**src/hdl/ckeb_pkg.sv**
```systemverilog
// ---------------------------------------------------------------------------
// ckeb_pkg
// shared types, constants and helper functions of the chroma key compositor
// ---------------------------------------------------------------------------
package ckeb_pkg;

    // default frame limits
    localparam int MAX_WIDTH_DEF  = 2048;
    localparam int MAX_HEIGHT_DEF = 2048;

    // configuration register file
    localparam int CFG_W       = 12;
    localparam int CFG_IDX_W   = 1;
    localparam logic [CFG_IDX_W-1:0] REG_FRAME_WIDTH  = 1'd0;
    localparam logic [CFG_IDX_W-1:0] REG_FRAME_HEIGHT = 1'd1;
    localparam logic [CFG_W-1:0] FRAME_WIDTH_RST  = 12'd640;
    localparam logic [CFG_W-1:0] FRAME_HEIGHT_RST = 12'd480;
    localparam int MIN_SIZE    = 3;

    // stream layout
    localparam int ITEM_W      = 89;
    localparam int S_TDATA_W   = 96;
    localparam int M_TDATA_W   = 48;
    localparam int COORD_W     = 11;
    localparam int WORD_W      = 25;
    localparam int GREEN_BIT   = 24;
    localparam int SUM_W       = 12;

    // key test constants
    localparam logic [8:0]  HUE_PIVOT   = 9'd105;
    localparam logic [9:0]  MARGIN_IN   = 10'd105;
    localparam logic [9:0]  MARGIN_OUT  = 10'd255;
    localparam logic [8:0]  W1_HUE_LO   = 9'd65;
    localparam logic [8:0]  W1_HUE_HI   = 9'd145;
    localparam logic [15:0] W1_SAT_LO   = 16'd16384;
    localparam logic [15:0] W1_LIT_LO   = 16'd9830;
    localparam logic [15:0] W1_LIT_HI   = 16'd46859;
    localparam logic [8:0]  W2_HUE_LO   = 9'd90;
    localparam logic [8:0]  W2_HUE_HI   = 9'd120;
    localparam logic [15:0] W2_SAT_LO   = 16'd32768;
    localparam logic [15:0] W2_LIT_LO   = 16'd46858;
    localparam logic [15:0] W2_LIT_HI   = 16'd55706;

    // floor(x/9) for x below 2296 as (x * 3641) >> 15
    localparam logic [11:0] DIV9_MUL    = 12'd3641;

    // one input pixel, hue in the lowest bits
    typedef struct packed {
        logic [7:0]  back_blue;
        logic [7:0]  back_green;
        logic [7:0]  back_red;
        logic [7:0]  fore_blue;
        logic [7:0]  fore_green;
        logic [7:0]  fore_red;
        logic [15:0] lightness;
        logic [15:0] saturation;
        logic [8:0]  hue;
    } pix_t;

    // position of a pixel and which results it causes
    typedef struct packed {
        logic [COORD_W-1:0] int_col;
        logic [COORD_W-1:0] int_row;
        logic [COORD_W-1:0] bdr_col;
        logic [COORD_W-1:0] bdr_row;
        logic               interior;
        logic               border;
    } pos_t;

    // window statistics handed to the output stage
    typedef struct packed {
        logic [SUM_W-1:0] sum_r;
        logic [SUM_W-1:0] sum_g;
        logic [SUM_W-1:0] sum_b;
        logic [23:0]      center_rgb;
        logic             mixed;
        logic [23:0]      cur_rgb;
    } blend_t;

    function automatic logic key_is_green(
        input logic [8:0]  hue,
        input logic [15:0] sat,
        input logic [15:0] lit
    );
        logic [8:0] dist_a;
        logic [8:0] dist_d;
        logic       win1;
        logic       win2;
        logic [9:0] margin;
        logic [9:0] rhs;
        dist_a = (hue > HUE_PIVOT) ? hue - HUE_PIVOT : HUE_PIVOT - hue;
        dist_d = (hue > dist_a) ? hue - dist_a : dist_a - hue;
        win1 = (hue > W1_HUE_LO) && (hue < W1_HUE_HI) && (sat > W1_SAT_LO) &&
               (lit > W1_LIT_LO) && (lit < W1_LIT_HI);
        win2 = (hue > W2_HUE_LO) && (hue < W2_HUE_HI) && (sat > W2_SAT_LO) &&
               (lit > W2_LIT_LO) && (lit < W2_LIT_HI);
        margin = (win1 || win2) ? MARGIN_IN : MARGIN_OUT;
        rhs = margin + 10'(dist_a);
        return {dist_d, 1'b0} > rhs;
    endfunction

    function automatic logic [7:0] div9(input logic [SUM_W-1:0] x);
        logic [23:0] prod;
        prod = 24'(x) * 24'(DIV9_MUL);
        return prod[22:15];
    endfunction

endpackage

```
**src/hdl/ckeb_pos.sv**
```systemverilog
// ---------------------------------------------------------------------------
// ckeb_pos
// frame size registers and raster position counters
// ---------------------------------------------------------------------------
module ckeb_pos #(
    parameter int MAX_WIDTH  = ckeb_pkg::MAX_WIDTH_DEF,
    parameter int MAX_HEIGHT = ckeb_pkg::MAX_HEIGHT_DEF
) (
    input  logic                             aclk,
    input  logic                             aresetn,
    input  logic                             cfg_wr_en,
    input  logic [ckeb_pkg::CFG_IDX_W-1:0]   cfg_index,
    input  logic [ckeb_pkg::CFG_W-1:0]       cfg_wdata,
    input  logic                             advance,
    output logic [$clog2(MAX_WIDTH)-1:0]     col,
    output ckeb_pkg::pos_t                   pos
);

    localparam int CW  = $clog2(MAX_WIDTH);
    localparam int RW  = $clog2(MAX_HEIGHT);
    localparam int WSW = ($clog2(MAX_WIDTH + 1) > ckeb_pkg::CFG_W) ?
                         $clog2(MAX_WIDTH + 1) : ckeb_pkg::CFG_W;
    localparam int HSW = ($clog2(MAX_HEIGHT + 1) > ckeb_pkg::CFG_W) ?
                         $clog2(MAX_HEIGHT + 1) : ckeb_pkg::CFG_W;
    localparam int XCW = CW + ckeb_pkg::COORD_W;
    localparam int XRW = RW + ckeb_pkg::COORD_W;

    logic [ckeb_pkg::CFG_W-1:0] frame_width_reg,  frame_width_next;
    logic [ckeb_pkg::CFG_W-1:0] frame_height_reg, frame_height_next;
    logic [CW-1:0]              col_reg, col_next;
    logic [RW-1:0]              row_reg, row_next;

    logic [WSW-1:0] fw_ext, w_eff;
    logic [HSW-1:0] fh_ext, h_eff;
    logic [CW-1:0]  col_last;
    logic [RW-1:0]  row_last;
    logic [XCW-1:0] col_ext;
    logic [XRW-1:0] row_ext;

    // clamp the frame size to [3, max]
    always_comb begin
        fw_ext = WSW'(frame_width_reg);
        fh_ext = HSW'(frame_height_reg);
        priority if (fw_ext < WSW'(ckeb_pkg::MIN_SIZE)) begin
            w_eff = WSW'(ckeb_pkg::MIN_SIZE);
        end else if (fw_ext > WSW'(MAX_WIDTH)) begin
            w_eff = WSW'(MAX_WIDTH);
        end else begin
            w_eff = fw_ext;
        end
        priority if (fh_ext < HSW'(ckeb_pkg::MIN_SIZE)) begin
            h_eff = HSW'(ckeb_pkg::MIN_SIZE);
        end else if (fh_ext > HSW'(MAX_HEIGHT)) begin
            h_eff = HSW'(MAX_HEIGHT);
        end else begin
            h_eff = fh_ext;
        end
        col_last = CW'(w_eff - WSW'(1));
        row_last = RW'(h_eff - HSW'(1));
    end

    always_comb begin
        frame_width_next  = frame_width_reg;
        frame_height_next = frame_height_reg;
        col_next          = col_reg;
        row_next          = row_reg;
        if (cfg_wr_en) begin
            unique case (cfg_index)
                ckeb_pkg::REG_FRAME_WIDTH:  frame_width_next  = cfg_wdata;
                ckeb_pkg::REG_FRAME_HEIGHT: frame_height_next = cfg_wdata;
                default:                    frame_width_next  = frame_width_reg;
            endcase
            col_next = '0;
            row_next = '0;
        end else if (advance) begin
            if (col_reg == col_last) begin
                col_next = '0;
                row_next = (row_reg == row_last) ? '0 : row_reg + RW'(1);
            end else begin
                col_next = col_reg + CW'(1);
            end
        end
    end

    always_ff @(posedge aclk) begin
        if (!aresetn) begin
            frame_width_reg  <= ckeb_pkg::FRAME_WIDTH_RST;
            frame_height_reg <= ckeb_pkg::FRAME_HEIGHT_RST;
            col_reg          <= '0;
            row_reg          <= '0;
        end else begin
            frame_width_reg  <= frame_width_next;
            frame_height_reg <= frame_height_next;
            col_reg          <= col_next;
            row_reg          <= row_next;
        end
    end

    always_comb begin
        col_ext      = XCW'(col_reg);
        row_ext      = XRW'(row_reg);
        pos.int_col  = ckeb_pkg::COORD_W'(col_ext - XCW'(1));
        pos.int_row  = ckeb_pkg::COORD_W'(row_ext - XRW'(1));
        pos.bdr_col  = ckeb_pkg::COORD_W'(col_ext);
        pos.bdr_row  = ckeb_pkg::COORD_W'(row_ext);
        pos.interior = (row_reg >= RW'(2)) && (col_reg >= CW'(2));
        pos.border   = (row_reg == '0) || (row_reg == row_last) ||
                       (col_reg == '0) || (col_reg == col_last);
    end

    assign col = col_reg;

endmodule

```
**config.mk**
```make
export PLATFORM = sky130hd
export DESIGN_NAME = ckeb_pos
export DESIGN_NICKNAME = d
export VERILOG_FILES = /design/src/hdl/ckeb_pkg.sv /design/src/hdl/ckeb_pos.sv
export SDC_FILE = /design/constraint.sdc
export NUM_CORES = 1
export LEC_CHECK = 0
export BUFFER_PORTS_ARGS = -buffer_cell sky130_fd_sc_hd__buf_2
export CELL_PAD_IN_SITES_DETAIL_PLACEMENT = 0
export CELL_PAD_IN_SITES_GLOBAL_PLACEMENT = 1
export CORE_MARGIN = 2
export CORE_UTILIZATION = 44
export DETAILED_ROUTE_END_ITERATION = 10
export PLACE_DENSITY_LB_ADDON = 0.1
export RECOVER_POWER = 100
export SLEW_MARGIN = 10
export SYNTH_ARGS = -nofsm -noshare
export SYNTH_HDL_FRONTEND = slang
export SYNTH_SLANG_ARGS = --single-unit
export TNS_END_PERCENT = 5
```
**constraint.sdc**
```tcl
create_clock -name aclk -period 8.9 [get_ports aclk]
set_input_delay 0 -clock aclk [delete_from_list [all_inputs] [get_ports aclk]]
set_output_delay 0 -clock aclk [all_outputs]
set_load 0.01 [all_outputs]
```
# Word level (Yosys, flattened, before mapping)

Index checks and enable logic that the tools add are counted.

Register bits after elaboration: 46
Input bits: 17
Output and inout bits: 57
Logic and storage cells: 36

$add $sub $neg: 6
Magnitude comparators: 6
Equal/unequal tests: 2
Muxes and demuxes: 6
Bitwise operators: 2
Reduce and logical (&&, ||, !) cells: 10

Operators with widths:

| kind                  | count |
|---|---|
| $mux 11               | 6 |
| $sub 11x1->11 const B | 4 |
| $gt 12x12->1 const B  | 2 |
| $lt 12x2->1 const B   | 2 |
| $add 11x1->11 const B | 2 |
| $eq 11x11->1          | 2 |
| $ge 11x2->1 const B   | 2 |
| $logic_not 11->1      | 2 |
| $reduce_and 2->1      | 3 |
| $logic_or 1x1->1      | 3 |
| $not 1->1             | 2 |
| $reduce_or 2->1       | 1 |
| $logic_and 1x1->1     | 1 |

# Depth between registers and ports, before layout

Depth after elaboration: 8
Mapped depth: 16
Mapped depth without buffers: 12

# Worst setup path before layout

Ideal clock, no wire load.

Path kind: register -> register
Start point: reg frame_width_reg[3] in the netlist's numbering
End point: reg row_reg[9]
Setup time: 0.067 ns
Arrival: 3.675 ns
Required time: 8.833 ns
Slack: 5.159 ns
Cell stages (with the launch flop): 16
Buffers on the path: 3
Clock period less this slack: 3.741 ns
Cell sequence: dfxtp_1 -> buf_2 -> or3_4 -> nor3_2 -> o21ai_0 -> ha_1 -> clkbuf_1 -> xnor2_1 -> xnor2_1 -> a2111oi_4 -> o311ai_1 -> nor4_4 -> nand3_2 -> buf_6 -> or4_4 -> a21oi_2

Word-level cells in the longest chain between the ends: 6
Elaborated cells between the ends (all ways): 7
Classes of those cells: 1 x add/sub; 2 x order compare; 1 x eq/ne; 2 x mux; 1 x reduce/logical

Ends and longest elaborated chain:

| element                             | line           | source |
|---|---|---|
| start: declaration                  | ckeb_pos.sv:28 | `logic [ckeb_pkg::CFG_W-1:0] frame_width_reg, frame_width_next;` |
| start signal: assignment            | ckeb_pos.sv:87 | `frame_width_reg <= ckeb_pkg::FRAME_WIDTH_RST;` |
| start signal: assignment            | ckeb_pos.sv:92 | `frame_width_reg <= frame_width_next;` |
| $gt 12x12->1                        | ckeb_pos.sv:46 | `end else if (fw_ext > WSW'(MAX_WIDTH)) begin` |
| $mux 11                             | ckeb_pos.sv:46 |  |
| $mux 11 *                           | ckeb_pos.sv:44 | `priority if (fw_ext < WSW'(ckeb_pkg::MIN_SIZE)) begin` |
| $sub 11x1->11 *                     | ckeb_pos.sv:58 | `col_last = CW'(w_eff - WSW'(1));` |
| $eq 11x11->1 *                      | ckeb_pos.sv:76 | `if (col_reg == col_last) begin` |
| $reduce_and 2->1 (no source line) * | n/a            |  |
| end signal: assignment              | ckeb_pos.sv:95 | `row_reg <= row_next;` |
| end: declaration                    | ckeb_pos.sv:31 | `logic [RW-1:0] row_reg, row_next;` |

Every way passes the cells marked *; elsewhere a longest branch is shown, timed or not.
A chain may end at the register's enable or synchronous reset.

# Final worst setup path

Start point: reg frame_width_reg[2] in the netlist's numbering
End point: reg row_reg[4]

The elaborated chain is that of the path after synthesis.

==> run_results.csv <==
group,metric,value,unit
yosys,synth-seq-area-share,24.8,%
setup_path,cp-start-kind,"flip-flop",
yosys,synthArstFlopShare,0,%
die,ioPinCount,74,
setup_path,worstSetupEndpointType,"flip-flop",
timing,maxSlewViolCount,0,
power_and_ir_drop,power_switching,0.136,mW
yosys,synthCells,493,
global_routing,grt_usage,22.4,%
cells_and_area,n_antenna_cell,0,
global_routing,grt_max_degree,27,
placed_design,dp_hpwl,7.38,mm
route,ant_nets,0,
cells_and_area,nets,566,
die,core,8220,um^2
clock_tree,insertion_delay,300,ps
yosys,ys_top_cells_by_count,"70 x nand2_1, 46 x dfxtp_1, 37 x nor2_1",
yosys,synth_flop_cell,"dfxtp_1",
placed_design,numPortBuffers,73,
timing,max-slew-margin-rel,46.2,%
global_routing,grt_pass1_wl,16.5,mm
route,drc,0,
clock_tree,cts_tree,"yes",
timing,fin_crit,4580,ps
yosys,syn_area,3720,um^2
power_and_ir_drop,switching_share,29.1,%
yosys,ys_ff_latch,46,
setup_path,slowest_delay,740,ps
timing,final_hold_viol_count,0,
clock_tree,cts_buffers,5,
die,die_width,95.9,um
yosys,ys_warn_count,0,
die,rows,33,
power_and_ir_drop,seqPwrFrac,48.1,%
setup_path,critPathMaxFanout,11,
yosys,netlist-cell-type-count,71,
placed_design,routabilityCongestion,0.895,
yosys,yosys-top-cells-area,"dfxtp_1 25%, nand2_1 7.1%, xnor2_1 6.8%, xor2_1 4.5%, a21boi_0 4.0%",
route,routedWlPerCell,15.7,um
power_and_ir_drop,p_leak,1.39,nW
cells_and_area,fin_util,50.0,%
yosys,synth_most_common_cell,"nand2_1",
yosys,avgSynthCellArea,7.54,um^2
power_and_ir_drop,cellPowerDensity,114,nW/um^2
clock_tree,cts.clk_slew.worst_paths,90,ps
setup_path,path_cells,"or3_4 -> nor3_2 -> o21ai_0 -> ha_1 -> xnor2_1 -> xnor2_1 -> a2111oi_4 -> o311ai_0 -> nor4_1 -> nand3_1 -> o21ai_0 -> nor2_1",
power_and_ir_drop,pwr-share-clk,32.1,%
die,die_h,95.9,um
cells_and_area,area_growth,10.5,%
clock_tree,htreeDepth,2,
route,post_drt_via_cell_ratio,5.66,
yosys,syn-num-nets,520,
setup_path,cp_data_required_time,9060,ps
clock_tree,cts_buffer_depth,2,
route,vias,3648,
timing,fin_setup_tns,0,ps
setup_path,path_class,"flip-flop to flip-flop",
power_and_ir_drop,ir_drop,0.0000525,V
cells_and_area,fillers,865,
die,start_util,45.2,%
setup_path,critPathBufInv,0,
power_and_ir_drop,combPwrFrac,19.8,%
setup_path,cp_slowest_cell,"o21ai_0",
yosys,synth_top_area_share,24.8,%
global_routing,grt_pass1_vias,3349,
route,wirelength,10.1,mm
timing,finalSetupViolCount,0,
yosys,synth_edf_count,0,
route,dr.first_iter.drc_count,125,
cells_and_area,final_area,4110,um^2
timing,finClkSkew,5.76,ps
global_routing,antenna_found_initial,0,
timing,fmax,0.218,GHz
clock_tree,clock-sinks,46,
timing,worst_pin_slew,806,ps
power_and_ir_drop,internal_power,0.331,mW
timing,grt_setup_unrepaired,"false",
die,dieArea,9200,um^2
hold_path,hp-class,"input pin to flip-flop",
job,maxCapViolCount,0,
timing,fin_crit_sh,51.5,%
global_routing,globalRouteOverflowTotal,0,
yosys,yosys.area.top_type,"dfxtp_1",
route,drt_first_pass_iters,4,
placed_design,place_area,3980,um^2
clock_tree,clockRootBuffer,"clkbuf_8",
cells_and_area,drive_gt1_share,6.67,%
power_and_ir_drop,p_total,0.467,mW
setup_path,path_delay_family,"simple AND/OR/NAND/NOR gates",
outcome,status,"complete, no violations",
setup_path,worstPathArrival,4730,ps
-- cell type report --
type	count	area, um^2	area share [%]
Clock buffer	8	110	2.68
Inverter	17	63.8	1.55
Multi-Input combinational cell	384	2470	60.1
Sequential cell	46	921	22.4
Tap cell	105	131	3.20
Timing Repair Buffer	85	410	10.0
-- worst paths after layout --
path                       startpoint  slack [ps]                  end  cells past startpoint
setup reg to reg   frame_width_reg[2]        4320           row_reg[4]                     12
hold reg to reg   frame_width_reg[10]         530  frame_width_reg[10]                      2
setup / recovery   frame_width_reg[2]        4320           row_reg[4]                     12
hold / removal                advance          60               col[1]                      3
-- cells in the final DEF, fill, tap and decap left out, types with 4 or more instances in the layout --
master	instances
clkbuf_8	8
a211oi_1	7
nor4_1	11
nor3_1	16
or3_1	8
nand4_1	8
nor2b_1	11
and3_1	6
a311oi_1	4
nand3_1	20
inv_1	17
buf_2	13
o21ai_0	18
a21oi_1	12
o211ai_1	5
a21boi_0	20
xor2_1	19
dlygate4sd3_1	12
nand2b_1	7
ha_1	10
nor2_1	37
clkbuf_1	60
xnor2_1	29
or4_1	12
nand2_1	70
dfxtp_1	46
-- worst register-to-register path, cell delays in order, from the launching register on --
cell	delay, ps
dfxtp_1	390
or3_4	450
nor3_2	350
o21ai_0	180
ha_1	370
xnor2_1	190
xnor2_1	180
a2111oi_4	260
o311ai_0	170
nor4_1	630
nand3_1	430
o21ai_0	740
nor2_1	120
-- through the flow --
stage,hold slack (ps),cells,setup slack [ps]
finish,58.6,645,4320
global route,58.9,645,3730
CTS,56.9,645,4740
detailed placement,245,625,4790
global placement,249,625,4980
floorplan,124,493,5160
-- per-layer routing --
metal	global-route usage [%]	wire, um	vias to the layer above
li1	-	-	1829
met5	0	0	-
met1	30.0	4760	1732
met4	6.43	165	0
met2	38.1	4920	73
met3	2.58	304	14
-- power groups by stage --
stage / registers [mW] / logic (mW) / clock network [mW]
after floorplan: 0.221 / 0.0751 / 0
after detailed placement: 0.230 / 0.0901 / 0
after global routing: 0.227 / 0.103 / 0.162
after global placement: 0.230 / 0.0893 / 0
final: 0.225 / 0.0925 / 0.150
after CTS: 0.225 / 0.0947 / 0.155
-- cells by family after synthesis --
kind of cell               Yosys count  synth area share, %
adders and majority gates           10                 3.37
DFF                                 46                 24.8
buffers and inverters               63                 8.05
xor gates and xnor gates            48                 11.3
AOI/OAI and AO/OA                   97                 19.5
muxes                                5                 1.41
and+or+nand+nor                    224                 31.6
-- repair_timing --
action | in CTS | in global routing
buffers inserted | 0 | 0
hold buffers | 12 | 0
resized for setup | 0 | 0
endpoints found under the hold margin | 22 | 0
No activity file was read; power rests on OpenSTA's default activity.
