**src/hdl/ckeb_pkg.sv**
```systemverilog
// ---------------------------------------------------------------------------
// ckeb_pkg
// shared types, constants and helper functions of the chroma key compositor
// ---------------------------------------------------------------------------
package ckeb_pkg;

    // default frame limits
    localparam int MAX_WIDTH_DEF  = 2048;
    localparam int MAX_HEIGHT_DEF = 2048;

    // configuration register file
    localparam int CFG_W       = 12;
    localparam int CFG_IDX_W   = 1;
    localparam logic [CFG_IDX_W-1:0] REG_FRAME_WIDTH  = 1'd0;
    localparam logic [CFG_IDX_W-1:0] REG_FRAME_HEIGHT = 1'd1;
    localparam logic [CFG_W-1:0] FRAME_WIDTH_RST  = 12'd640;
    localparam logic [CFG_W-1:0] FRAME_HEIGHT_RST = 12'd480;
    localparam int MIN_SIZE    = 3;

    // stream layout
    localparam int ITEM_W      = 89;
    localparam int S_TDATA_W   = 96;
    localparam int M_TDATA_W   = 48;
    localparam int COORD_W     = 11;
    localparam int WORD_W      = 25;
    localparam int GREEN_BIT   = 24;
    localparam int SUM_W       = 12;

    // key test constants
    localparam logic [8:0]  HUE_PIVOT   = 9'd105;
    localparam logic [9:0]  MARGIN_IN   = 10'd105;
    localparam logic [9:0]  MARGIN_OUT  = 10'd255;
    localparam logic [8:0]  W1_HUE_LO   = 9'd65;
    localparam logic [8:0]  W1_HUE_HI   = 9'd145;
    localparam logic [15:0] W1_SAT_LO   = 16'd16384;
    localparam logic [15:0] W1_LIT_LO   = 16'd9830;
    localparam logic [15:0] W1_LIT_HI   = 16'd46859;
    localparam logic [8:0]  W2_HUE_LO   = 9'd90;
    localparam logic [8:0]  W2_HUE_HI   = 9'd120;
    localparam logic [15:0] W2_SAT_LO   = 16'd32768;
    localparam logic [15:0] W2_LIT_LO   = 16'd46858;
    localparam logic [15:0] W2_LIT_HI   = 16'd55706;

    // floor(x/9) for x below 2296 as (x * 3641) >> 15
    localparam logic [11:0] DIV9_MUL    = 12'd3641;

    // one input pixel, hue in the lowest bits
    typedef struct packed {
        logic [7:0]  back_blue;
        logic [7:0]  back_green;
        logic [7:0]  back_red;
        logic [7:0]  fore_blue;
        logic [7:0]  fore_green;
        logic [7:0]  fore_red;
        logic [15:0] lightness;
        logic [15:0] saturation;
        logic [8:0]  hue;
    } pix_t;

    // position of a pixel and which results it causes
    typedef struct packed {
        logic [COORD_W-1:0] int_col;
        logic [COORD_W-1:0] int_row;
        logic [COORD_W-1:0] bdr_col;
        logic [COORD_W-1:0] bdr_row;
        logic               interior;
        logic               border;
    } pos_t;

    // window statistics handed to the output stage
    typedef struct packed {
        logic [SUM_W-1:0] sum_r;
        logic [SUM_W-1:0] sum_g;
        logic [SUM_W-1:0] sum_b;
        logic [23:0]      center_rgb;
        logic             mixed;
        logic [23:0]      cur_rgb;
    } blend_t;

    function automatic logic key_is_green(
        input logic [8:0]  hue,
        input logic [15:0] sat,
        input logic [15:0] lit
    );
        logic [8:0] dist_a;
        logic [8:0] dist_d;
        logic       win1;
        logic       win2;
        logic [9:0] margin;
        logic [9:0] rhs;
        dist_a = (hue > HUE_PIVOT) ? hue - HUE_PIVOT : HUE_PIVOT - hue;
        dist_d = (hue > dist_a) ? hue - dist_a : dist_a - hue;
        win1 = (hue > W1_HUE_LO) && (hue < W1_HUE_HI) && (sat > W1_SAT_LO) &&
               (lit > W1_LIT_LO) && (lit < W1_LIT_HI);
        win2 = (hue > W2_HUE_LO) && (hue < W2_HUE_HI) && (sat > W2_SAT_LO) &&
               (lit > W2_LIT_LO) && (lit < W2_LIT_HI);
        margin = (win1 || win2) ? MARGIN_IN : MARGIN_OUT;
        rhs = margin + 10'(dist_a);
        return {dist_d, 1'b0} > rhs;
    endfunction

    function automatic logic [7:0] div9(input logic [SUM_W-1:0] x);
        logic [23:0] prod;
        prod = 24'(x) * 24'(DIV9_MUL);
        return prod[22:15];
    endfunction

endpackage

```
**src/hdl/ckeb_window.sv**
```systemverilog
// ---------------------------------------------------------------------------
// ckeb_window
// key test, hard selection and the 3x3 window statistics
// ---------------------------------------------------------------------------
module ckeb_window (
    input  logic                             aclk,
    input  logic                             aresetn,
    input  logic                             shift_en,
    input  ckeb_pkg::pix_t                   pix,
    input  logic [ckeb_pkg::WORD_W-1:0]      up_word,
    input  logic [ckeb_pkg::WORD_W-1:0]      mid_word,
    output logic [ckeb_pkg::WORD_W-1:0]      cur_word,
    output ckeb_pkg::blend_t                 blend
);

    // two previous window columns: up, mid, cur of each
    logic [ckeb_pkg::WORD_W-1:0] cols_reg [6];
    logic [ckeb_pkg::WORD_W-1:0] win [9];
    logic                        green;
    logic [8:0]                  green_bits;
    logic [ckeb_pkg::SUM_W-1:0]  acc_r, acc_g, acc_b;

    always_comb begin
        green = ckeb_pkg::key_is_green(pix.hue, pix.saturation, pix.lightness);
        if (green) begin
            cur_word = {1'b1, pix.back_blue, pix.back_green, pix.back_red};
        end else begin
            cur_word = {1'b0, pix.fore_blue, pix.fore_green, pix.fore_red};
        end
    end

    always_comb begin
        for (int i = 0; i < 6; i++) begin
            win[i] = cols_reg[i];
        end
        win[6] = up_word;
        win[7] = mid_word;
        win[8] = cur_word;
        acc_r = '0;
        acc_g = '0;
        acc_b = '0;
        for (int i = 0; i < 9; i++) begin
            green_bits[i] = win[i][ckeb_pkg::GREEN_BIT];
            acc_r = acc_r + ckeb_pkg::SUM_W'(win[i][7:0]);
            acc_g = acc_g + ckeb_pkg::SUM_W'(win[i][15:8]);
            acc_b = acc_b + ckeb_pkg::SUM_W'(win[i][23:16]);
        end
        blend.sum_r      = acc_r;
        blend.sum_g      = acc_g;
        blend.sum_b      = acc_b;
        blend.center_rgb = win[4][23:0];
        blend.mixed      = !((&green_bits) || !(|green_bits));
        blend.cur_rgb    = cur_word[23:0];
    end

    always_ff @(posedge aclk) begin
        if (!aresetn) begin
            for (int i = 0; i < 6; i++) begin
                cols_reg[i] <= '0;
            end
        end else if (shift_en) begin
            cols_reg[0] <= cols_reg[3];
            cols_reg[1] <= cols_reg[4];
            cols_reg[2] <= cols_reg[5];
            cols_reg[3] <= up_word;
            cols_reg[4] <= mid_word;
            cols_reg[5] <= cur_word;
        end
    end

endmodule

```
**config.mk**
```make
export PLATFORM = sky130hd
export DESIGN_NAME = ckeb_window
export DESIGN_NICKNAME = d
export VERILOG_FILES = /design/src/hdl/ckeb_pkg.sv /design/src/hdl/ckeb_window.sv
export SDC_FILE = /design/constraint.sdc
export NUM_CORES = 1
export LEC_CHECK = 0
export BUFFER_PORTS_ARGS = -buffer_cell sky130_fd_sc_hd__buf_4
export CELL_PAD_IN_SITES_DETAIL_PLACEMENT = 0
export CELL_PAD_IN_SITES_GLOBAL_PLACEMENT = 1
export CORE_ASPECT_RATIO = 0.5
export CORE_MARGIN = 8
export CORE_UTILIZATION = 48
export DETAILED_ROUTE_END_ITERATION = 7
export PLACE_DENSITY_LB_ADDON = 0.1
export SETUP_SLACK_MARGIN = 0.2
export SYNTH_ARGS = -nofsm -noshare
export SYNTH_HDL_FRONTEND = slang
export SYNTH_SLANG_ARGS = --single-unit
```
**constraint.sdc**
```tcl
create_clock -name aclk -period 19.46 [get_ports aclk]
set_input_delay 1.946 -clock aclk [delete_from_list [all_inputs] [get_ports aclk]]
set_output_delay 1.946 -clock aclk [all_outputs]
set_load 0.005 [all_outputs]
```
=== Word level (Yosys, flattened, before mapping) ===
Memories as Yosys holds them, arrays and structs flattened.
Index checks and enable logic that the tools add are counted.

* Register bits after elaboration: 0
* Memory bits (writable): 150
* Bits of input ports: 142
* Output and inout port bits: 110
* Logic and storage cells: 77
* Memories kept: 1

* Add/subtract/negate cells: 29
* Magnitude comparators: 13
* Mux-type cells: 14
* Bitwise logic cells: 6
* Reduce and logical (&&, ||, !) cells: 14

{| class="wikitable"
|+ Memory list
! memory !! depth !! width !! read ports !! clocked after memory_dff !! wr ports !! RTL line !! RTL
|-
| cols_reg || 6 || 25 || 6 || 0 || 6 || ckeb_window.sv:17 || <nowiki>logic [ckeb_pkg::WORD_W-1:0] cols_reg [6];</nowiki>
|}

{| class="wikitable"
|+ Operators with widths
! operator !! number
|-
| 25-bit 2-to-1 mux || 7
|-
| 12-bit by 8-bit adder with 12-bit output || 12
|-
| 11-bit by 8-bit adder with 12-bit output || 3
|-
| 10-bit by 8-bit adder with 11-bit output || 3
|-
| 16-bit > comparator, second input constant || 2
|-
| 16-bit less-than comparator, second input constant || 2
|-
| 9-bit by 8-bit adder with 10-bit output || 3
|-
| 8-bit by 8-bit adder with 9-bit output || 3
|-
| 9-bit by 7-bit > comparator with 1-bit output, second input constant || 3
|-
| 9-bit 2-to-1 mux || 2
|-
| 9-bit subtractor || 2
|-
| 16-bit by 14-bit > comparator with 1-bit output, second input constant || 1
|-
| 16-bit by 15-bit > comparator with 1-bit output, second input constant || 1
|-
| 8-bit by 9-bit adder with 10-bit output || 1
|-
| 10-bit > comparator || 1
|-
| 9-bit > comparator || 1
|-
| 9-bit by 7-bit less-than comparator with 1-bit output, second input constant || 1
|-
| 9-bit by 8-bit less-than comparator with 1-bit output, second input constant || 1
|-
| 9-bit AND reduction || 1
|-
| 9-bit OR reduction || 1
|-
| 7-bit by 9-bit subtractor with 9-bit output, first input constant || 1
|-
| 9-bit by 7-bit subtractor with 9-bit output, second input constant || 1
|-
| 1-bit logical AND || 8
|-
| 8-bit 2-to-1 mux || 1
|-
| 4 further kinds || 14
|}

=== Logic depth before layout (Yosys ltp) ===
Gate-level depths: netlist of run 1.

* Word-level depth: 14
* Mapped depth: 43
* Depth with buffers taken out: 39

=== Worst setup path after synthesis of run 1 ===
No wires, ideal clock.

* Path kind: input to output
* From: input pix[1] (netlist bit)
* To: output blend[59] (netlist bit)
* Data arrival time: 10.378 ns
* Required time: 17.514 ns
* Setup slack: 7.136 ns
* Stages: 40
* Path buffers: 5
* Path through: inv_1 > ha_1 > nand2b_1 > buf_6 > a31oi_4 > o21ai_1 > buf_2 > nand3_1 > o21ai_0 > xnor2_1 > inv_1 > ha_1 > or4_4 > o21ai_2 > a21oi_1 > buf_2 > mux2i_1 > a211oi_1 > [... 4 more ...] > o221ai_1 > buf_4 > buf_6 > mux2i_1 > fa_1 > fa_1 > fa_1 > fa_1 > inv_1 > ha_1 > fa_1 > a21oi_1 > nor2_1 > nor2_1 > o21bai_1 > a21oi_1 > o21ai_0 > xor2_1

{| class="wikitable"
|+ RTL lines
! what !! RTL line !! RTL
|-
| start: declaration || ckeb_window.sv:9 || <nowiki>input ckeb_pkg::pix_t pix,</nowiki>
|-
| end: declaration || ckeb_window.sv:13 || <nowiki>output ckeb_pkg::blend_t blend</nowiki>
|}

==> parameters.txt, run 1 <==
Parameter                              Value

Detailed routing
  Number of iterations in the first detailed-routing pass ... 5
  DRC violation count after routing ... 0
  Via total after detailed routing ... 8829
  Final antenna-violating net count ... 0
  Vias per Instance ... 5.07
  Final wirelength ... 29.9 mm
  Avg WL per Cell ... 17.2 µm
  Number of DRC violations after detailed-routing iteration 0 ... 331

Yosys
  Post-synthesis cell area ... 13200 µm²
  Compound-cell area share of the yosys netlist ... 7.02%
  Warnings, synthesis ... 0
  Cell type with the highest aggregate area in the netlist ... sky130_fd_sc_hd__edfxtp_1
  Count of mapped cells out of synthesis ... 1191
  Per-instance average area after synthesis ... 11.0 µm²
  Synth top area share ... 34.3%
  Seq cells post-synth ... 150
  Post-Syn Nets ... 1571
  Post-Synth Simple-Gate Area ... 10.4%
  Share of synthesized area spent on multiplexers ... 2.47%
  Post-synthesis xor/xnor area fraction ... 2.66%
  Main combinational cell family by area after synthesis ... adder cells
  Top post-synthesis cells by area ... sky130_fd_sc_hd__edfxtp_1 34%, sky130_fd_sc_hd__fa_1 25%, sky130_fd_sc_hd__ha_1 6.9%
  Number of enable flip-flop cells after synthesis ... 150
  Share of synthesized area occupied by flip-flops and latches ... 34.3%
  Main flop type after synthesis ... sky130_fd_sc_hd__edfxtp_1
  Yosys cell types ... 64
  Async set-reset flop share out of synthesis ... 0%
  Adder-Cell Fraction of Synth Area ... 32.1%

Timing
  Max-slew violation count ... 0
  Final setup vio count ... 0
  Part of the cycle the worst path needs ... 74.6%
  Total count of hold-check failures in the final report ... 0
  Total Neg Setup Slack ... 0 ns
  Achievable frequency ... 0.0689 GHz
  Clock tree skew after final layout ... 0.0107 ns
  Final min period ... 14.51 ns
  Relative slew margins ... 32.2%
  Unrepaired setup endpoints after global routing ... no
  Pin slew with the least headroom to its limit ... 1.02 ns

Clocking
  Htree depth ... 4
  Buffer cell driving the clock tree root ... sky130_fd_sc_hd__clkbuf_16
  Number of buffers created by CTS ... 17
  Count of clock tree sinks ... 150
  Post-CTS setup repair buffer count ... 0
  Maximum buffer depth of the clock tree ... 2
  Post-CTS sizing ... 0
  Worst-path clk slew ... 0.06 ns
  Clock tree from TritonCTS ... yes
  Number of hold buffers added after cts ... 0
  Worst-Skew Late Latency ... 0.42 ns

Setup path
  Startpoint of the lowest-slack register-to-register path ... cols_reg[4][5]
  Crit-path max FO ... 28
  Worst Path Class, Setup ... primary input to primary output
  Worst reg2reg path depth ... 1
  Critical path destination ... blend[83]
  End of the worst register-to-register path ... cols_reg[1][5]
  Worst reg2reg setup slack ... 18.53 ns
  Data arrival at the endpoint of the critical path ... 12.57 ns
  Slowest library cell on the worst path ... sky130_fd_sc_hd__a21oi_1
  Data required time at the worst endpoint ... 17.51 ns
  Longest individual stage delay on the worst path ... 0.82 ns
  Startpoint Class ... primary input
  Critical Path Source ... pix[1]
  Nature of the critical path endpoint ... primary output

Placed design
  Post-DP HPWL ... 23.7 mm
  Global placement routability congestion ... 0.917
  Number of port buffers ... 251

Layout
  Most used cells in the layout excluding fill and tap cells ... 253 x sky130_fd_sc_hd__buf_4, 243 x sky130_fd_sc_hd__inv_1, 165 x sky130_fd_sc_hd__fa_1
  Most common library cell in the layout ignoring fill and taps ... sky130_fd_sc_hd__buf_4
  Share of post-route cells with drive strength above 1 ... 21.5%
  Total number of nets in the final design ... 1756
  Layout overhead on the synthesized area ... 17.8%
  Flip-flop count of the largest register, all copies and words added ... 150
  Final core area utilization ... 58.0%
  Antenna diodes ... 0

Floorplanning
  Number of placed I/O pins ... 252
  Row count ... 42
  Floorplan die area ... 33300 µm²
  Die width ... 250 µm
  Initial Util ... 49.3%
  Die Y-Extent ... 133 µm
  CORE AREA ... 26700 µm²

Global route
  Number of global-route vias before repair ... 10000
  Wire length of the first global-routing pass ... 49.4 mm
  Final global-route overflow total ... 0
  Antenna violations before repair ... 1
  Largest net degree at the start of global routing ... 80
  Overall fraction of global-route tracks in use ... 18.2%

Status
  Result of the run ... finished clean

Min path
  Worst hold path type ... flop to flop

Job
  Maximum capacitance violations ... 0
[synthesized netlist by cell type, types with 7 or more instances]
master	number
sky130_fd_sc_hd__nand4_1	10
sky130_fd_sc_hd__mux2i_1	28
sky130_fd_sc_hd__o21ai_0	23
sky130_fd_sc_hd__nor4_1	7
sky130_fd_sc_hd__edfxtp_1	150
sky130_fd_sc_hd__nor2b_1	11
sky130_fd_sc_hd__nand3_1	8
sky130_fd_sc_hd__nand2_1	27
sky130_fd_sc_hd__ha_1	73
sky130_fd_sc_hd__buf_4	50
sky130_fd_sc_hd__xor2_1	12
sky130_fd_sc_hd__nor2_1	86
sky130_fd_sc_hd__inv_1	243
sky130_fd_sc_hd__a21o_1	10
sky130_fd_sc_hd__nand2b_1	8
sky130_fd_sc_hd__nor3_1	14
sky130_fd_sc_hd__clkbuf_1	26
sky130_fd_sc_hd__xnor2_1	28
sky130_fd_sc_hd__and3_1	73
sky130_fd_sc_hd__a21oi_1	46
sky130_fd_sc_hd__fa_1	165
[how the worst min path moves through the flow]
stage	startpoint	end	slack, ns	cells past startpoint
3_5_place_dp	cols_reg[5][0]	cols_reg[2][0]	0.56	2
3_3_place_gp	cols_reg[5][17]	cols_reg[2][17]	0.56	2
5_1_grt	cols_reg[5][0]	cols_reg[2][0]	0.61	2
2_1_floorplan	cols_reg[5][0]	cols_reg[2][0]	0.54	2
6_report	cols_reg[5][17]	cols_reg[2][17]	0.58	2
4_1_cts	cols_reg[5][17]	cols_reg[2][17]	0.58	2
[stage by stage]
stage / hold WS (ns) / setup slack, ns / instance area (µm²) / cells
finish: 0.576 / 4.95 / 15500 / 1741
global route: 0.607 / 4.19 / 15500 / 1741
CTS: 0.577 / 4.96 / 15500 / 1741
detailed placement: 0.560 / 4.97 / 15000 / 1709
global placement: 0.559 / 5.28 / 15000 / 1709
floorplan: 0.542 / 7.14 / 13200 / 1191
[cell families (layout without fill, tap and decap cells)]
family / Yosys count / in the layout
flops: 150 / 150
mux: 32 / 32
simple gates: 265 / 265
xor+xnor: 40 / 40
fa+ha+maj: 238 / 238
buf+inv: 330 / 528
compound gates: 136 / 136
[final cells by class]
cell class,instances,area (µm²)
clock inverter,13,82.6
inverter,243,912
multi-input combinational,711,7210
sequential,150,4500
fill,2287,11200
timing repair buffer,253,1900
tap,352,440
clock buffer,19,433
[worst max-delay path: cells and delay by family]
| family | cells | cell delay, ns |
|---|---|---|
| buf+inv | 8 | 1.17 |
| simple gates | 2 | 0.65 |
| compound gates | 15 | 4.02 |
| xor+xnor | 3 | 0.52 |
| mux | 2 | 0.62 |
| fa+ha+maj | 9 | 3.62 |
[routing by layer]
layer | up-vias | share of wire (%) | GRT usage (%)
met5 | - | 0.043 | 0
met3 | 26 | 3.6 | 3.34
met4 | 2 | 1.5 | 4.12
met1 | 4399 | 41 | 21.0
li1 | 4232 | - | -
met2 | 170 | 54 | 34.9
Power of run 1 is not shown: default switching activity piles up to over one toggle a cycle in this logic, so the estimate is an artifact.
==> run 2: changes to the inputs <==
--- a/config.mk
+++ b/config.mk
@@ -10,7 +10,7 @@
 export CELL_PAD_IN_SITES_GLOBAL_PLACEMENT = 1
 export CORE_ASPECT_RATIO = 0.5
 export CORE_MARGIN = 8
-export CORE_UTILIZATION = 48
+export CORE_UTILIZATION = 41
 export DETAILED_ROUTE_END_ITERATION = 7
 export PLACE_DENSITY_LB_ADDON = 0.1
 export SETUP_SLACK_MARGIN = 0.2
==> constraint.sdc (replaced) <==
create_clock -name aclk -period 12.5 [get_ports aclk]
set_input_delay 1.25 -clock aclk [delete_from_list [all_inputs] [get_ports aclk]]
set_output_delay 1.25 -clock aclk [all_outputs]
set_load 0.005 [all_outputs]
==> parameters.txt, run 2 (synthesized netlist as in run 1, its figures left out) <==
Parameter                              Value

Detailed routing
  Number of iterations in the first detailed-routing pass ... 4 (-1)
  Final wirelength ... 30.9 mm (+3.3%)
  DRC violation count after routing ... 0 (unchanged)
  Via total after detailed routing ... 8796 (-0.37%)
  Final antenna-violating net count ... 0 (unchanged)
  Number of DRC violations after detailed-routing iteration 0 ... 377 (+14%)
  Avg WL per Cell ... 16.9 µm (-1.9%)
  Vias per Instance ... 4.80 (-5.3%)

Clocking
  Worst-path clk slew ... 0.07 ns (about the same)
  Clock tree from TritonCTS ... yes
  Number of buffers created by CTS ... 17 (unchanged)
  Number of hold buffers added after cts ... 0 (unchanged)
  Buffer cell driving the clock tree root ... sky130_fd_sc_hd__clkbuf_16
  Count of clock tree sinks ... 150 (unchanged)
  Htree depth ... 4 (unchanged)
  Worst-Skew Late Latency ... 0.43 ns (about the same)
  Maximum buffer depth of the clock tree ... 2 (unchanged)

Timing
  Clock tree skew after final layout ... 0.00957 ns (-0.00110 ns)
  Max-slew violation count ... 0 (unchanged)
  Final min period ... 11.75 ns
  Unrepaired setup endpoints after global routing ... no
  Total Neg Setup Slack ... 0 ns (unchanged)
  Pin slew with the least headroom to its limit ... 1.03 ns (+0.0156 ns)
  Relative slew margins ... 31.2% (-1.0 points)
  Final setup vio count ... 0 (unchanged)
  Total count of hold-check failures in the final report ... 0 (unchanged)
  Achievable frequency ... 0.0851 GHz
  Part of the cycle the worst path needs ... 94.0%

Global route
  Overall fraction of global-route tracks in use ... 15.8% (-2.4 points)
  Final global-route overflow total ... 0 (unchanged)
  Largest net degree at the start of global routing ... 80 (unchanged)
  Antenna violations before repair ... 0 (-1)
  Number of global-route vias before repair ... 9753 (-2.8%)
  Wire length of the first global-routing pass ... 49.3 mm (-0.13%)

Setup path
  Worst reg2reg path depth ... 1 (unchanged)
  Nature of the critical path endpoint ... primary output
  Crit-path max FO ... 14 (-50%)
  Longest individual stage delay on the worst path ... 0.55 ns (-0.27 ns)
  Worst Path Class, Setup ... primary input to primary output
  Startpoint Class ... primary input
  Slowest library cell on the worst path ... sky130_fd_sc_hd__or4_4
  Worst reg2reg setup slack ... 11.56 ns (-6.97 ns)
  Data arrival at the endpoint of the critical path ... 10.50 ns (-2.07 ns)
  Data required time at the worst endpoint ... 11.25 ns (-6.26 ns)
  End of the worst register-to-register path ... cols_reg[1][4]
  Number of buffer and inverter stages on the critical path ... 7 (-1)
  CP top delay family ... adder cells
  Startpoint of the lowest-slack register-to-register path ... cols_reg[4][4]
  Critical path's most frequent cell ... sky130_fd_sc_hd__fa_1

Floorplanning
  Floorplan die area ... 38400 µm² (+15%)
  Initial Util ... 41.6% (-7.6 points)
  Row count ... 46 (+9.5%)
  Die width ... 269 µm (+7.7%)
  CORE AREA ... 31600 µm² (+18%)
  Die Y-Extent ... 143 µm (+7.2%)
  Number of placed I/O pins ... 252 (unchanged)

Placed design
  Post-DP HPWL ... 24.2 mm (+2.1%)
  Placed cell count ... 1794 (+5.0%)
  Number of port buffers ... 251 (unchanged)
  Global placement routability congestion ... 0.835 (-8.9%)

Layout
  Most common library cell in the layout ignoring fill and taps ... sky130_fd_sc_hd__buf_4
  Share of post-route cells with drive strength above 1 ... 23.7% (+2.2 points)
  Total number of nets in the final design ... 1766 (+0.57%)
  Final std cells w/o fill ... 1832 (+5.2%)
  Flip-flop count of the largest register, all copies and words added ... 150 (unchanged)
  Most used cells in the layout excluding fill and tap cells ... 261 x sky130_fd_sc_hd__buf_4, 242 x sky130_fd_sc_hd__inv_1, 165 x sky130_fd_sc_hd__fa_1
  Layout overhead on the synthesized area ... 20.6%

Min path
  Hold Path Sink ... cols_reg[2][0]
  Worst hold path type ... flop to flop
  Start point of the worst min-delay path ... cols_reg[5][0]
  Count of cells along the worst hold path ... 2 (unchanged)

Status
  Result of the run ... finished clean

Job
  Maximum capacitance violations ... 0 (unchanged)
[run 2: per-stage QoR]
stage	setup slack (ns)	hold slack, ns	area (µm²)	util [%]
3_3_place_gp	0.542	0.560	15100	47.9
5_1_grt	0.229	0.621	15900	50.2
6_report	0.750	0.579	15900	50.2
2_1_floorplan	1.57	0.542	13200	-
4_1_cts	0.246	0.579	15700	49.7
3_5_place_dp	0.313	0.563	15100	47.9
[run 2: final cells by class]
cell class / instances / area [µm²]
Fill cell: 2934 / 15700
Multi-Input combinational cell: 711 / 7320
Sequential cell: 150 / 4500
Timing Repair Buffer: 263 / 2000
Inverter: 243 / 916
Tap cell: 432 / 541
Clock buffer: 19 / 433
Clock inverter: 13 / 146
Antenna cell: 1 / 2.50
[run 2: per-layer routing]
metal  GRT usage (%)  part of all wire (%)
met5               0                     0
met4            2.85                  0.75
met3            2.42                   2.1
met2            31.5                    56
met1            18.0                    41
[run 2: worst max-delay path by stage]
stage	start	to	slack, ns	cells past startpoint
floorplan	pix[1]	blend[59]	1.57	40
global placement	pix[1]	blend[83]	0.54	39
detailed placement	pix[1]	blend[59]	0.31	38
CTS	pix[1]	blend[83]	0.25	39
global route	pix[1]	blend[59]	0.23	39
finish	pix[1]	blend[59]	0.75	39
[run 2: repair_timing]
item | CTS | global route
buffers inserted | 0 | 4
endpoints found under the hold margin | 0 | 0
gates resized for setup | 0 | 24
setup endpoints to repair | 0 | 18
Power of run 2 is left out for the same reason.
